`config.mk`:
```
export PLATFORM = sky130hd
export DESIGN_NAME = matrix_keypad_debounce_scanner
export DESIGN_NICKNAME = d
export VERILOG_FILES = /design/src/rtl/kds_pkg.sv /design/src/rtl/kds_cell.sv /design/src/rtl/kds_head.sv /design/src/rtl/matrix_keypad_debounce_scanner.sv
export SDC_FILE = /design/constraint.sdc
export NUM_CORES = 1
export LEC_CHECK = 0
export BUFFER_PORTS_ARGS = -buffer_cell sky130_fd_sc_hd__clkbuf_2
export CAP_MARGIN = 20
export CORE_UTILIZATION = 60
export DETAILED_ROUTE_END_ITERATION = 6
export GPL_TIMING_DRIVEN = 1
export MAX_ROUTING_LAYER = met4
export PLACE_DENSITY = 0.78
export SLEW_MARGIN = 20
export SYNTH_ARGS = -nofsm -noshare
export SYNTH_HDL_FRONTEND = slang
export SYNTH_SLANG_ARGS = --single-unit
```
`constraint.sdc`:
```
create_clock -name clk_i -period 10.95 [get_ports clk_i]
set_clock_uncertainty 0.2 [all_clocks]
set_input_delay 0.5475 -clock clk_i [delete_from_list [all_inputs] [get_ports clk_i]]
set_output_delay 0.5475 -clock clk_i [all_outputs]
set_load 0.02 [all_outputs]
```
`src/rtl/kds_pkg.sv`:
```
package kds_pkg;

  localparam int ROW_COUNT = 4;
  localparam int COL_COUNT = 4;
  localparam int TIME_BITS = 16;

  localparam int KEY_TOTAL = ROW_COUNT * COL_COUNT;
  localparam int KEY_BITS  = (KEY_TOTAL > 1) ? $clog2(KEY_TOTAL) : 1;
  localparam int LR_BITS   = $clog2(KEY_TOTAL + 1);
  localparam int IN_BITS   = 16;
  localparam int CMP_BITS  = (TIME_BITS > 16) ? TIME_BITS : 16;
  localparam int PAD_BITS  = 7;

  typedef struct packed {
    logic                 pressed;
    logic [TIME_BITS-1:0] stamp;
  } slot_t;

  typedef struct packed {
    logic                 active;
    logic                 closed;
    logic [KEY_BITS-1:0]  key;
    logic [LR_BITS-1:0]   last_rep;
    logic [TIME_BITS-1:0] now;
    logic [15:0]          debounce;
  } head_in_t;

  typedef logic [7:0] legend_row_t [4];
  localparam legend_row_t LEGEND [4] = '{
    '{8'h31, 8'h32, 8'h33, 8'h41},
    '{8'h34, 8'h35, 8'h36, 8'h42},
    '{8'h37, 8'h38, 8'h39, 8'h43},
    '{8'h2a, 8'h30, 8'h23, 8'h44}
  };

  function automatic logic [7:0] key_legend(logic [PAD_BITS-1:0] k);
    int r;
    int c;
    logic [7:0] ch;
    r  = int'(k) / COL_COUNT;
    c  = int'(k) % COL_COUNT;
    ch = 8'h00;
    if (r < 4 && c < 4) begin
      ch = LEGEND[2'(r)][2'(c)];
    end
    return ch;
  endfunction

endpackage

```
`src/rtl/kds_cell.sv`:
```
module kds_cell (
  input  logic          clk_i,
  input  logic          rst_ni,
  input  logic          shift_i,
  input  kds_pkg::slot_t slot_i,
  output kds_pkg::slot_t slot_o
);
  import kds_pkg::*;

  slot_t slot_q;

  // one key slot of the ring; hands its contents to the neighbor on shift
  always_ff @(posedge clk_i or negedge rst_ni) begin
    if (!rst_ni) begin
      slot_q <= '0;
    end else if (shift_i) begin
      slot_q <= slot_i;
    end
  end

  assign slot_o = slot_q;

endmodule

```
`src/rtl/kds_head.sv`:
```
module kds_head (
  input  kds_pkg::head_in_t ctl_i,
  input  kds_pkg::slot_t    slot_i,
  output kds_pkg::slot_t    slot_o,
  output logic              hit_o
);
  import kds_pkg::*;

  logic [TIME_BITS-1:0] held;
  logic                 long_enough;
  logic                 new_key;

  assign held        = ctl_i.now - slot_i.stamp;
  assign long_enough = CMP_BITS'(held) >= CMP_BITS'(ctl_i.debounce);
  assign new_key     = LR_BITS'(ctl_i.key) != ctl_i.last_rep;

  always_comb begin
    slot_o = slot_i;
    hit_o  = 1'b0;
    if (ctl_i.active) begin
      if (ctl_i.closed) begin
        if (!slot_i.pressed) begin
          slot_o.pressed = 1'b1;
          slot_o.stamp   = ctl_i.now;
        end else begin
          hit_o = long_enough && new_key;
        end
      end else begin
        slot_o.pressed = 1'b0;
      end
    end
  end

endmodule

```
`src/rtl/matrix_keypad_debounce_scanner.sv`:
```
// Debounced keypad scanner built as a ring of key cells rotating past one decision head.
// out_valid_o is loaded at the last step of the ring walk, which waits while the output
// register is full. A scan is taken only when the previous one is done; the ring walks
// one key per cycle, stalling only on that last step, and always makes a full turn.
// Reset (rst_ni low, async): all key slots cleared, no key reported, release wait off,
// debounce_ms back to 20.
module matrix_keypad_debounce_scanner (
  input  logic        clk_i,
  input  logic        rst_ni,
  input  logic        cfg_we_i,
  input  logic [15:0] cfg_data_i,
  input  logic        in_valid_i,
  output logic        in_ready_o,
  input  logic [15:0] closed_keys_i,
  input  logic [15:0] now_ms_i,
  output logic        out_valid_o,
  input  logic        out_ready_i,
  output logic        key_valid_o,
  output logic [3:0]  key_index_o,
  output logic [7:0]  key_char_o
);
  import kds_pkg::*;

  // configuration
  logic [15:0] debounce_q;

  // scan control
  logic                 busy_q, busy_d;
  logic [KEY_BITS-1:0]  cnt_q, cnt_d;
  logic                 stop_q, stop_d;     // no more state changes this beat
  logic [15:0]          snap_q;
  logic [TIME_BITS-1:0] now_q;
  logic [LR_BITS-1:0]   last_q, last_d;
  logic                 await_q, await_d;
  logic [KEY_BITS-1:0]  held_q, held_d;
  logic                 rep_q, rep_d;       // a key was reported during this beat
  logic [KEY_BITS-1:0]  rep_key_q, rep_key_d;

  // output register
  logic                 out_valid_q, out_valid_d;
  logic                 kv_q, kv_d;
  logic [3:0]           ki_q, ki_d;
  logic [7:0]           kc_q, kc_d;

  logic in_acc, last_step, fin_ok, adv, hit, ignore, held_closed, cur_closed;
  logic [PAD_BITS-1:0] held_pad, cnt_pad, rep_pad;

  slot_t    ring   [KEY_TOTAL];
  slot_t    head_out;
  head_in_t hctl;

  assign in_ready_o = !busy_q;
  assign in_acc     = in_valid_i && in_ready_o;
  assign last_step  = cnt_q == KEY_BITS'(KEY_TOTAL - 1);
  assign fin_ok     = !out_valid_q || out_ready_i;
  // the final step also loads the output register, so it waits for a free slot
  assign adv        = busy_q && (!last_step || fin_ok);

  // keys past the snapshot width read as open
  assign held_pad    = PAD_BITS'(held_q);
  assign held_closed = (held_pad < PAD_BITS'(IN_BITS)) && closed_keys_i[held_pad[3:0]];
  assign ignore      = await_q && held_closed;

  assign cnt_pad    = PAD_BITS'(cnt_q);
  assign cur_closed = (cnt_pad < PAD_BITS'(IN_BITS)) && snap_q[cnt_pad[3:0]];

  assign hctl.active   = adv && !stop_q;
  assign hctl.closed   = cur_closed;
  assign hctl.key      = cnt_q;
  assign hctl.last_rep = last_q;
  assign hctl.now      = now_q;
  assign hctl.debounce = debounce_q;

  // cell 0 always holds the key numbered cnt_q
  kds_head u_head (
    .ctl_i  (hctl),
    .slot_i (ring[0]),
    .slot_o (head_out),
    .hit_o  (hit)
  );

  // ring: each cell takes its upper neighbor, the top cell takes the head's result
  for (genvar i = 0; i < KEY_TOTAL; i++) begin : g_cell
    slot_t nxt;
    if (i == KEY_TOTAL - 1) begin : g_top
      assign nxt = head_out;
    end else begin : g_mid
      assign nxt = ring[i+1];
    end
    kds_cell u_cell (
      .clk_i   (clk_i),
      .rst_ni  (rst_ni),
      .shift_i (adv),
      .slot_i  (nxt),
      .slot_o  (ring[i])
    );
  end

  always_comb begin
    busy_d      = busy_q;
    cnt_d       = cnt_q;
    stop_d      = stop_q;
    last_d      = last_q;
    await_d     = await_q;
    held_d      = held_q;
    rep_d       = rep_q;
    rep_key_d   = rep_key_q;
    rep_pad     = PAD_BITS'(rep_key_q);
    out_valid_d = out_valid_q;
    kv_d        = kv_q;
    ki_d        = ki_q;
    kc_d        = kc_q;

    if (out_valid_q && out_ready_i) begin
      out_valid_d = 1'b0;
    end

    if (in_acc) begin
      busy_d = 1'b1;
      cnt_d  = '0;
      stop_d = ignore;
      rep_d  = 1'b0;
      if (!ignore) begin
        await_d = 1'b0;
      end
    end else if (adv) begin
      cnt_d = cnt_q + KEY_BITS'(1);
      if (hit) begin
        stop_d    = 1'b1;
        rep_d     = 1'b1;
        rep_key_d = cnt_q;
        last_d    = LR_BITS'(cnt_q);
        await_d   = 1'b1;
        held_d    = cnt_q;
      end
      if (last_step) begin
        busy_d  = 1'b0;
        cnt_d   = '0;
        rep_pad = PAD_BITS'(rep_key_d);
        // a full pass without report and without being ignored drops the mark
        if (!stop_d) begin
          last_d = LR_BITS'(KEY_TOTAL);
        end
        out_valid_d = 1'b1;
        kv_d        = rep_d;
        ki_d        = rep_d ? rep_pad[3:0] : 4'd0;
        kc_d        = rep_d ? key_legend(rep_pad) : 8'd0;
      end
    end
  end

  always_ff @(posedge clk_i or negedge rst_ni) begin
    if (!rst_ni) begin
      debounce_q  <= 16'd20;
      busy_q      <= 1'b0;
      cnt_q       <= '0;
      stop_q      <= 1'b0;
      last_q      <= LR_BITS'(KEY_TOTAL);
      await_q     <= 1'b0;
      held_q      <= '0;
      rep_q       <= 1'b0;
      rep_key_q   <= '0;
      out_valid_q <= 1'b0;
    end else begin
      if (cfg_we_i) begin
        debounce_q <= cfg_data_i;
      end
      busy_q      <= busy_d;
      cnt_q       <= cnt_d;
      stop_q      <= stop_d;
      last_q      <= last_d;
      await_q     <= await_d;
      held_q      <= held_d;
      rep_q       <= rep_d;
      rep_key_q   <= rep_key_d;
      out_valid_q <= out_valid_d;
    end
  end

  // scan payload and result payload, no reset needed
  always_ff @(posedge clk_i) begin
    if (in_acc) begin
      snap_q <= closed_keys_i;
      now_q  <= TIME_BITS'(now_ms_i);
    end
    kv_q <= kv_d;
    ki_q <= ki_d;
    kc_q <= kc_d;
  end

  assign out_valid_o = out_valid_q;
  assign key_valid_o = kv_q;
  assign key_index_o = ki_q;
  assign key_char_o  = kc_q;

  // a fresh beat starts the ring walk at key zero
  a_start: assert property (@(posedge clk_i) disable iff (!rst_ni)
    in_acc |=> busy_q && (cnt_q == '0))
    else $error("scan did not start at key zero");

  // once the scan has stopped it stays stopped until the beat ends
  a_stop_holds: assert property (@(posedge clk_i) disable iff (!rst_ni)
    busy_q && stop_q && !(adv && last_step) |=> stop_q)
    else $error("stopped scan resumed");

  // the ring is back in place whenever the block is idle
  a_idle_cnt: assert property (@(posedge clk_i) disable iff (!rst_ni)
    !busy_q |-> cnt_q == '0)
    else $error("ring left misaligned");

  // a report always arms the release wait
  a_rep_await: assert property (@(posedge clk_i) disable iff (!rst_ni)
    adv && hit |=> await_q && rep_q)
    else $error("report without release wait");

endmodule
```
Word level (Yosys, flattened, before mapping)
Index checks and enable logic that the tools add are counted.
{"block": "classes", "order_cmp": 9, "bitwise_logic": 3, "n_reduce_logical": 24, "mux": 47, "eq_ne": 3, "n_addsub": 2}
{"cell": "$bmux W32 S2", "n": 1}
{"cell": "$mux W32", "n": 2}
{"cell": "$mux W16", "n": 2}
{"cell": "$mux W1", "n": 27}
{"cell": "$mux W4", "n": 6}
{"cell": "$lt A4 B5 Y1 const B", "n": 4}
{"cell": "$mux W17", "n": 1}
{"cell": "$bmux W8 S2", "n": 1}
{"cell": "$ge A16 B16 Y1", "n": 1}
{"cell": "$mux W8", "n": 2}
{"cell": "$sub A16 B16 Y16", "n": 1}
{"cell": "$mux W5", "n": 3}
{"cell": "$logic_and A1 B1 Y1", "n": 9}
{"cell": "$reduce_and A3 Y1", "n": 3}
{"cell": "$bmux W1 S4", "n": 2}
{"cell": "$ge A2 B3 Y1 const B", "n": 2}
{"cell": "$lt A2 B3 Y1 const B", "n": 2}
{"cell": "$reduce_and A2 Y1", "n": 3}
{"cell": "$reduce_bool A2 Y1", "n": 3}
{"cell": "$ne A4 B5 Y1", "n": 1}
{"cell": "$add A4 B1 Y4 const B", "n": 1}
{"cell": "$eq A4 B4 Y1 const B", "n": 1}
{"cell": "$logic_not A1 Y1", "n": 4}
{"cell": "$not A2 Y2", "n": 2}
{"cell": "other kinds (3)", "n": 4}
{"block": "totals", "output_inout_bits": 15, "reg_bits": 355, "word_cells": 135}

Logic depth before layout (Yosys ltp)
Gate-level depths: netlist of the first run.
{"block": "depth", "word_depth": 16, "ltp_mapped": 23, "depth_no_buf": 22}

Cells and area by module
Synthesis of the first run repeated with hierarchy kept, for this count alone.
{"block": "unflattened", "cells_unflattened": 1012, "hier_area_um2": 15833.9}
{"mod": "kds_cell", "seq_area_each_um2": 425.4, "n_inst": 16, "area_per_inst_um2": 685.7, "cells_each": 36}
{"mod": "matrix_keypad_debounce_scanner", "seq_area_each_um2": 2275.9, "n_inst": 1, "area_per_inst_um2": 3430.8, "cells_each": 241}
{"mod": "kds_head", "seq_area_each_um2": 0.0, "n_inst": 1, "area_per_inst_um2": 1432.6, "cells_each": 195}

Least setup slack after synthesis of the first run
No wires, ideal clock.
{"block": "synth_timing", "kind": "reg2reg", "start": "register now_q[1]", "end": "register kc_q[1], in the netlist key_char_o[1] (data pin)", "synth_period_minus_slack_ps": 4480, "path_buffers": 1, "required_ps": 10483, "t_arrival_ps": 4013, "setup_time_ps": 267, "stages_incl_launch_ff": 20, "setup_slack_ps": 6470, "path_cell_list": "edfxtp_1 ha_1 nor2b_1 o31a_1 o31ai_1 a31oi_1 and4_1 a2111oi_2 xnor2_1 ha_1 and3_1 nand3_1 nor4_1 o31ai_4 buf_6 nand2_1 o21ai_2 ha_1 o221ai_1 a21oi_1"}
{"block": "synth_via", "elab_chain_len": 16}
{"element": "from (decl)", "line": "matrix_keypad_debounce_scanner.sv:32", "rtl": "logic [TIME_BITS-1:0] now_q;"}
{"element": "from (signal assigned)", "line": "matrix_keypad_debounce_scanner.sv:184", "rtl": "now_q <= TIME_BITS'(now_ms_i);"}
{"element": "$sub A16 B16 Y16 (*)", "line": "kds_head.sv:13", "rtl": "assign held = ctl_i.now - slot_i.stamp;"}
{"element": "$ge A16 B16 Y1 (*)", "line": "kds_head.sv:14", "rtl": "assign long_enough = CMP_BITS'(held) >= CMP_BITS'(ctl_i.debounce);"}
{"element": "$logic_and A1 B1 Y1 (*)", "line": "kds_head.sv:26", "rtl": "hit_o = long_enough && new_key;"}
{"element": "$mux W1 (*)", "line": "kds_head.sv:22", "rtl": "if (!slot_i.pressed) begin"}
{"element": "$mux W1 (*)", "line": "kds_head.sv:21", "rtl": "if (ctl_i.closed) begin"}
{"element": "$mux W1 (*)", "line": "kds_head.sv:20", "rtl": "if (ctl_i.active) begin"}
{"element": "$mux W4", "line": "matrix_keypad_debounce_scanner.sv:128", "rtl": "if (hit) begin"}
{"element": "$mux W4", "line": "matrix_keypad_debounce_scanner.sv:126", "rtl": "end else if (adv) begin"}
{"element": "$mux W4", "line": "matrix_keypad_debounce_scanner.sv:118", "rtl": "if (in_acc) begin"}
{"element": "$not A2 Y2 (implied by the code)", "line": "kds_pkg.sv:44", "rtl": "ch = LEGEND[2'(r)][2'(c)];"}
{"element": "$bmux W32 S2", "line": "kds_pkg.sv:44"}
{"element": "$mux W32 (implied by the code) (2 in a row)", "line": "kds_pkg.sv:44"}
{"element": "$bmux W8 S2", "line": "kds_pkg.sv:44"}
{"element": "$mux W8 (implied by the code) (2 in a row)", "line": "kds_pkg.sv:44"}
{"element": "to (signal assigned)", "line": "matrix_keypad_debounce_scanner.sv:188", "rtl": "kc_q <= kc_d;"}
{"element": "to (decl)", "line": "matrix_keypad_debounce_scanner.sv:43", "rtl": "logic [7:0] kc_q, kc_d;"}
Every way passes the cells marked *; elsewhere a longest branch is shown, timed or not. The select of a mux whose other input is x is not followed.
A chain may end at the register's enable or synchronous reset.

Worst setup path in the final report of the first run
{"block": "layout_timing", "start": "register g_cell[0].u_cell.slot_q, in the netlist g_cell[0].u_cell.slot_o[1]", "end": "register kc_q[1], in the netlist key_char_o[1] (data pin)"}
{"block": "layout_via", "elab_chain_len": 16}
{"element": "from (decl)", "line": "kds_cell.sv:10", "rtl": "slot_t slot_q;"}
{"element": "from (signal assigned)", "line": "kds_cell.sv:17", "rtl": "slot_q <= slot_i;"}
{"element": "$sub A16 B16 Y16 (*)", "line": "kds_head.sv:13"}
{"element": "$ge A16 B16 Y1 (*)", "line": "kds_head.sv:14"}
{"element": "$logic_and A1 B1 Y1 (*)", "line": "kds_head.sv:26"}
{"element": "$mux W1 (*)", "line": "kds_head.sv:22"}
{"element": "$mux W1 (*)", "line": "kds_head.sv:21"}
{"element": "$mux W1 (*)", "line": "kds_head.sv:20"}
{"element": "$mux W4", "line": "matrix_keypad_debounce_scanner.sv:128"}
{"element": "$mux W4", "line": "matrix_keypad_debounce_scanner.sv:126"}
{"element": "$mux W4", "line": "matrix_keypad_debounce_scanner.sv:118"}
{"element": "$not A2 Y2 (implied by the code)", "line": "kds_pkg.sv:44"}
{"element": "$bmux W32 S2", "line": "kds_pkg.sv:44"}
{"element": "$mux W32 (implied by the code) (2 in a row)", "line": "kds_pkg.sv:44"}
{"element": "$bmux W8 S2", "line": "kds_pkg.sv:44"}
{"element": "$mux W8 (implied by the code) (2 in a row)", "line": "kds_pkg.sv:44"}
Marks and branches as above.

==> qor.txt, run 1 <==
Die ar. -> 25420 um2
Final Cell Area -> 16700 um2
Min-Delay Path Class -> in2reg
Post-Syn Area -> 14870 um2
Area of the multi-input gates -> 5291 um2
Synth cell types -> 63
Power density over the cells -> 269.1 nW/um2
Routability congestion estimate -> 0.8679
Final core utilization -> 68.65%
RSZ-0062 raised after global routing -> false
Slew @ Worst Pin -> 1112 ps
Initial antenna violation count -> 0
Avg Cell Area, Syn -> 9.448 um2
Most frequent CP cell -> ha_1
Share of layout cells above drive strength 1 -> 9.512%
Status -> complete, no violations
CTS Hold Bufs -> 4
Clock slew at reported path FFs -> 60 ps
Yosys warns -> 0
Worst vdd ir -> 0.2107 mV
Syn_nets -> 1663
WHS -> 15.96 ps
Critical Path End Type -> flop
Final setup margin -> 5842 ps
Clock tree from TritonCTS -> yes
Synth top area cells -> dfrtp_1 (52%), nand2_1 (20%), edfxtp_1 (8.9%), ha_1 (2.9%), clkbuf_1 (1.6%)
Final setup viols -> 0
Leakage power -> 8.630 nW
Clock Latency Late Sink -> 520 ps
Synth top area share -> 51.66%
Port bufs -> 66
Core ar. -> 24320 um2
Setup TNS -> 0 ps
Initial Util -> 61.15%
Final cell count without fillers -> 1964
CP max stage delay -> 440 ps
1st-iter DRT viols -> 1036
Crit start category -> flop
Fillers -> 1765
Endpoints failing hold -> 0
Fin crit share -> 46.65%
EDFF count, synth -> 44
First-pass GRT wire length -> 48050 um
Worst Path Arrival -> 5170 ps
Clock Sinks -> 354
Clock Path Buffers -> 3
Required time of the critical path -> 11010 ps
Maximum capacitance violations -> 0
H-tree depth -> 2
Worst path slowest cell -> a2111oi_2
Layout Area Growth over Synthesis -> 12.28%
Sequential cell area -> 9082 um2
Post-DR vias/cell -> 5.236
Setup Fix Bufs, Post-CTS -> 0
TritonCTS Buffers -> 36
WL final -> 27440 um
Area leader, netlist -> dfrtp_1
Die Ht -> 159.4 um
Grt total ovfl -> 0
Post-cts repair resize count -> 0
Placed Instance Area -> 15370 um2
Register bit total from synthesis -> 354
Pre-antenna DRT Iters -> 6
Slew Limit Headroom -> 25.84%
Std-Cell Rows -> 57
Pwr Total -> 4.493 mW
Root buffer cell -> clkbuf_16
Maximum clock rate -> 195.8 MHz
Synth Instances -> 1574
Post-synthesis sequential area ratio -> 61.08%
Post-DP HPWL -> 15750 um
Slew Limit Fails -> 0
Critical path class -> reg2reg
# diodes -> 0
Vias in the first global route -> 10100
DP Cell Count -> 1891
Final nets -> 1702
Tmin final -> 5108 ps
Largest net degree at the start of global routing -> 277
Async SR Flop Fraction -> 87.57%
I/O pin cnt -> 68
CP Cell Sequence -> inv_1 -> ha_1 -> nor2b_1 -> o31a_1 -> o31ai_1 -> a31oi_1 -> and4_1 -> a2111oi_2 -> xnor2_1 -> ha_1 -> a21oi_1 -> nor2b_1 -> o21ai_0 -> nand2_1 -> o31ai_4 -> buf_4 -> nand2_1 -> o21ai_2 -> ha_1 -> o221ai_1 -> a21oi_1
Crit Path Max Fanout -> 41
Setup WS pre-CTS -> 5892 ps
Die X -> 159.4 um
# DRC -> 0
Tot GR Track Use -> 23.36%
DRT antenna net count -> 0
Vias -> 10280
Wire length per cell -> 13.97 um
Commonest register cell after synthesis -> dfrtp_1
[report_power, final]
group / leakage [nW] / total [mW] / switching (mW) / internal [mW]
registers: 4.53 / 2.02 / 0.268 / 1.75
clock network: 0.595 / 1.24 / 0.507 / 0.735
logic: 3.51 / 1.23 / 0.780 / 0.450
total: 8.63 / 4.49 / 1.55 / 2.94
[cell usage after synthesis, types with 2 or more instances]
library cell and count:
xnor2_1 14, o21ai_2 2, o21ai_0 40, nor2_1 23, mux2_2 4, ha_1 35
buf_2 4, a31oi_1 5, nor2b_1 5, buf_4 4, inv_2 3, a21o_1 3
inv_1 45, a211oi_1 2, xor2_1 5, nand3b_1 4, dfstp_2 3, clkbuf_1 62
mux2i_1 21, and3_1 7, a21oi_1 23, nor3b_1 3, nand2b_1 2, edfxtp_1 44
nand3_1 12, o31ai_1 5, o2111a_1 2, nor3_1 5, buf_1 5, o21a_1 5
and2_1 2, or2_2 2, dfrtp_1 307, mux4_2 7, buf_6 3, o21ai_1 29
nand2_1 799, nand4_1 3
[critical path, delay by kind of cell, from the launching register on]
kind / cells / cell delay (ps)
buf+inv: 2 / 470
xor+xnor: 1 / 180
simple gates: 5 / 700
compound gates: 10 / 2080
fa+ha+maj: 3 / 810
flops: 1 / 390
[placed cells by master (no fill, tap or decap), types with 23 or more instances in the layout]
cell type	count
o21ai_0	40
nand2_1	799
inv_1	45
clkbuf_16	37
clkbuf_2	65
ha_1	35
dfrtp_1	307
a21oi_1	23
o21ai_1	28
edfxtp_1	44
[path summary, 6_finish.rpt]
| kind | from | to | slack [ps] | cells past startpoint |
|---|---|---|---|---|
| worst max-delay path | g_cell[0].u_cell.slot_o[1] | key_char_o[1] | 5840 | 21 |
| worst min-delay path | now_ms_i[0] | now_q[0] | 20 | 1 |
| worst max register to register | g_cell[0].u_cell.slot_o[1] | key_char_o[1] | 5840 | 21 |
| worst min register to register | g_cell[4].u_cell.slot_o[10] | g_cell[3].u_cell.slot_o[10] | 250 | 2 |
| max in group asynchronous | rst_ni | g_cell[14].u_cell.slot_o[13] | 8500 | 4 |
| min in group asynchronous | rst_ni | g_cell[9].u_cell.slot_o[0] | 540 | 2 |
[final cells by class]
class,count,area share (%)
Tap cell,324,2.428
Clock buffer,52,6.183
Timing Repair Buffer,79,3.177
Multi-Input combinational cell,1094,31.69
Inverter,48,1.079
Sequential cell,354,54.40
Clock inverter,13,1.042
[state kept, by name (all words and copies together) (netlist names)]
signal,flops
key_char_o,7
key_valid_o,1
debounce_q,16
held_q,4
await_q,1
g_cell.u_cell.slot_o,272
out_valid_o,1
snap_q,16
busy_q,1
rep_key_q,4
key_index_o,4
now_q,16
rep_q,1
last_q,5
stop_q,1
cnt_q,4
[cells by family (layout without fill, tap and decap cells)]
kind of cell    after synthesis  count (layout)  synth area share [%]
simple gates                874             874                 23.03
flops                       354             354                 61.08
compound gates              131             131                 5.351
buf+inv                     126             192                 3.467
fa+ha+maj                    36              36                 3.080
mux                          33              33                 2.852
xor+xnor                     19              19                 1.119
other cells                   1               1               0.02522
[per-layer routing]
| metal | wire length, um | up-vias | part of all wire (%) | track usage (%) |
|---|---|---|---|---|
| met3 | 1219 | 45 | 4.4 | 3.178 |
| met5 | 0 | - | 0 | - |
| met1 | 13150 | 4918 | 48 | 34.02 |
| met4 | 508 | 0 | 1.9 | 6.250 |
| met2 | 12560 | 238 | 46 | 34.87 |
| li1 | - | 5082 | - | - |
Note: power is estimated with default switching activity, not from simulation.
==> run 2, diff against run 1 <==
Clock period 10.95 ns to 5.2 ns, I/O delays scaled along.
==> qor.txt, run 2 (synthesized netlist as in run 1, its figures left out) <==
Most frequent cells in the layout -> nand2_1 (799), dfrtp_1 (307), clkbuf_2 (65)
Worst vdd ir -> 0.3663 mV (+74%)
Setup TNS -> 0 ps (unchanged)
Setup WS pre-CTS -> 257.8 ps (-5634 ps)
CP delay by family, top -> compound AO/OA/AOI/OAI gates
Maximum capacitance violations -> 0 (unchanged)
Post-DP HPWL -> 16500 um (+4.8%)
Grt total ovfl -> 0 (unchanged)
WL final -> 29080 um (+6.0%)
Max FFs per register -> 272 (unchanged)
Die Ht -> 159.4 um (unchanged)
Largest net degree at the start of global routing -> 278 (+0.36%)
WHS -> 47.70 ps (+31.74 ps)
Wire length per cell -> 14.44 um (+3.3%)
Critical Path End Type -> flop
Crit start category -> flop
# DRC -> 0 (unchanged)
Clock Path Buffers -> 3 (unchanged)
Worst path slowest cell -> edfxtp_1
Commonest non-fill, non-tap cell in the layout -> nand2_1
Vias in the first global route -> 10260 (+1.6%)
Final core utilization -> 70.49% (+1.8 points)
Critical path class -> reg2reg
Root buffer cell -> clkbuf_16
Fin crit share -> 93.87% (+47 points)
RSZ-0062 raised after global routing -> false
1st-iter DRT viols -> 935 (-9.7%)
WP buf/inv -> 2 (unchanged)
Clock tree from TritonCTS -> yes
TritonCTS Buffers -> 36 (unchanged)
Post-DR vias/cell -> 5.237 (about the same)
Final setup margin -> 318.6 ps (-5523 ps)
Final nets -> 1751 (+2.9%)
Layout Area Growth over Synthesis -> 15.28%
Min-Delay Path Class -> in2reg
First-pass GRT wire length -> 49770 um (+3.6%)
Required time of the critical path -> 5260 ps (-5750 ps)
Pwr Total -> 9.488 mW (+110%)
H-tree depth -> 2 (unchanged)
Endpoints failing hold -> 0 (unchanged)
Clock slew at reported path FFs -> 60 ps (about the same)
Initial Util -> 61.15% (unchanged)
Slew Limit Fails -> 0 (unchanged)
Status -> complete, no violations
Die X -> 159.4 um (unchanged)
Clock Latency Late Sink -> 510 ps (about the same)
CP Cell Sequence -> ha_1 -> nor2b_1 -> o31a_1 -> o31ai_2 -> a31oi_1 -> and4_1 -> a2111oi_2 -> xnor2_1 -> ha_1 -> a21oi_1 -> nor2b_1 -> o21ai_0 -> nand2_1 -> o31ai_4 -> buf_4 -> buf_4 -> mux2_2 -> nor3_1 -> nor2_1
Maximum clock rate -> 204.9 MHz (+4.7%)
CP max stage delay -> 420 ps (-20 ps)
Crit Path Max Fanout -> 13 (-68%)
Worst Path Arrival -> 4940 ps (-230 ps)
Pre-antenna DRT Iters -> 5 (-1)
Leakage power -> 8.813 nW (+2.1%)
Reg-to-reg slack, setup -> 320 ps (-5520 ps)
I/O pin cnt -> 68 (unchanged)
Routability congestion estimate -> 0.8685 (about the same)
Power density over the cells -> 553.5 nW/um2 (+110%)
Vias -> 10550 (+2.6%)
Std-Cell Rows -> 57 (unchanged)
Tot GR Track Use -> 24.48% (+1.1 points)
Share of layout cells above drive strength 1 -> 9.947% (+0.43 points)
Slew @ Worst Pin -> 1096 ps (-16.57 ps)
DRT antenna net count -> 0 (unchanged)
Tmin final -> 4881 ps (-227.1 ps)
Initial antenna violation count -> 1 (+1)
Final setup viols -> 0 (unchanged)
Clock Sinks -> 354 (unchanged)
Port bufs -> 66 (unchanged)
Core ar. -> 24320 um2 (unchanged)
Die ar. -> 25420 um2 (unchanged)
Slew Limit Headroom -> 26.95% (+1.1 points)
[run 2: cell count changes in the layout (fill, tap and decap cells not counted), moves of 2 or more]
cell / previous run / this run
buf_4: 2 / 9
dlygate4sd3_1: 6 / 50
bufinv_16: 3 / 1
clkbuf_8: 5 / 9
clkbuf_1: 10 / 6
inv_6: 1 / 3
buf_16: 2 / 0
[run 2: final cells by class]
| type | instances | area [um2] |
|---|---|---|
| sequential | 354 | 9082 |
| fill | 1745 | 7177 |
| multi-input combinational | 1094 | 5306 |
| clock buffer | 53 | 1097 |
| timing repair buffer | 128 | 968.4 |
| tap | 324 | 405.4 |
| inverter | 48 | 180.2 |
| clock inverter | 12 | 100.1 |
| antenna | 1 | 2.502 |
[run 2: where the power goes]
group | total (mW) | switching, mW | internal [mW]
clock network | 2.57 | 1.05 | 1.52
registers | 4.27 | 0.573 | 3.69
logic | 2.65 | 1.68 | 0.968
[run 2: path summary, 6_finish.rpt]
kind,from,to,cells past startpoint
setup / recovery,now_q[1],key_char_o[0],19
hold reg to reg,g_cell[8].u_cell.slot_o[0],g_cell[7].u_cell.slot_o[0],2
setup reg to reg,now_q[1],key_char_o[0],19
max in group asynchronous,rst_ni,g_cell[3].u_cell.slot_o[6],3
min in group asynchronous,rst_ni,g_cell[8].u_cell.slot_o[0],2
hold / removal,out_ready_i,out_valid_o,3
[run 2: what timing repair did]
action / CTS / global route
setup buffers: 0 / 1
endpoints found under the hold margin: 180 / 0
hold buffers: 50 / 0
resized for setup: 0 / 3
endpoints found under the setup margin: 0 / 6
[run 2: per-stage QoR]
step / instances / cell area (um2)
6_report: 2014 / 17140
3_5_place_dp: 1897 / 15420
3_3_place_gp: 1897 / 15420
5_1_grt: 2014 / 17140
2_1_floorplan: 1574 / 14870
4_1_cts: 2012 / 17120
[run 2: worst register-to-register path, cell delays in order, from the launching register on]
cell and delay (ps):
edfxtp_1 420, ha_1 320, nor2b_1 140, o31a_1 280, o31ai_2 240, a31oi_1 170, and4_1 240, a2111oi_2 420
xnor2_1 170, ha_1 260, a21oi_1 150, nor2b_1 50, o21ai_0 160, nand2_1 130, o31ai_4 250, buf_4 190
buf_4 210, mux2_2 400, nor3_1 190, nor2_1 60
[run 2: layer usage]
| metal | wire [um] | global-route usage [%] | share of wire (%) |
|---|---|---|---|
| met2 | 13710 | 37.26 | 47 |
| met1 | 13380 | 34.48 | 46 |
| met3 | 1251 | 3.412 | 4.3 |
| met4 | 731 | 7.736 | 2.5 |
| met5 | 0 | - | 0 |
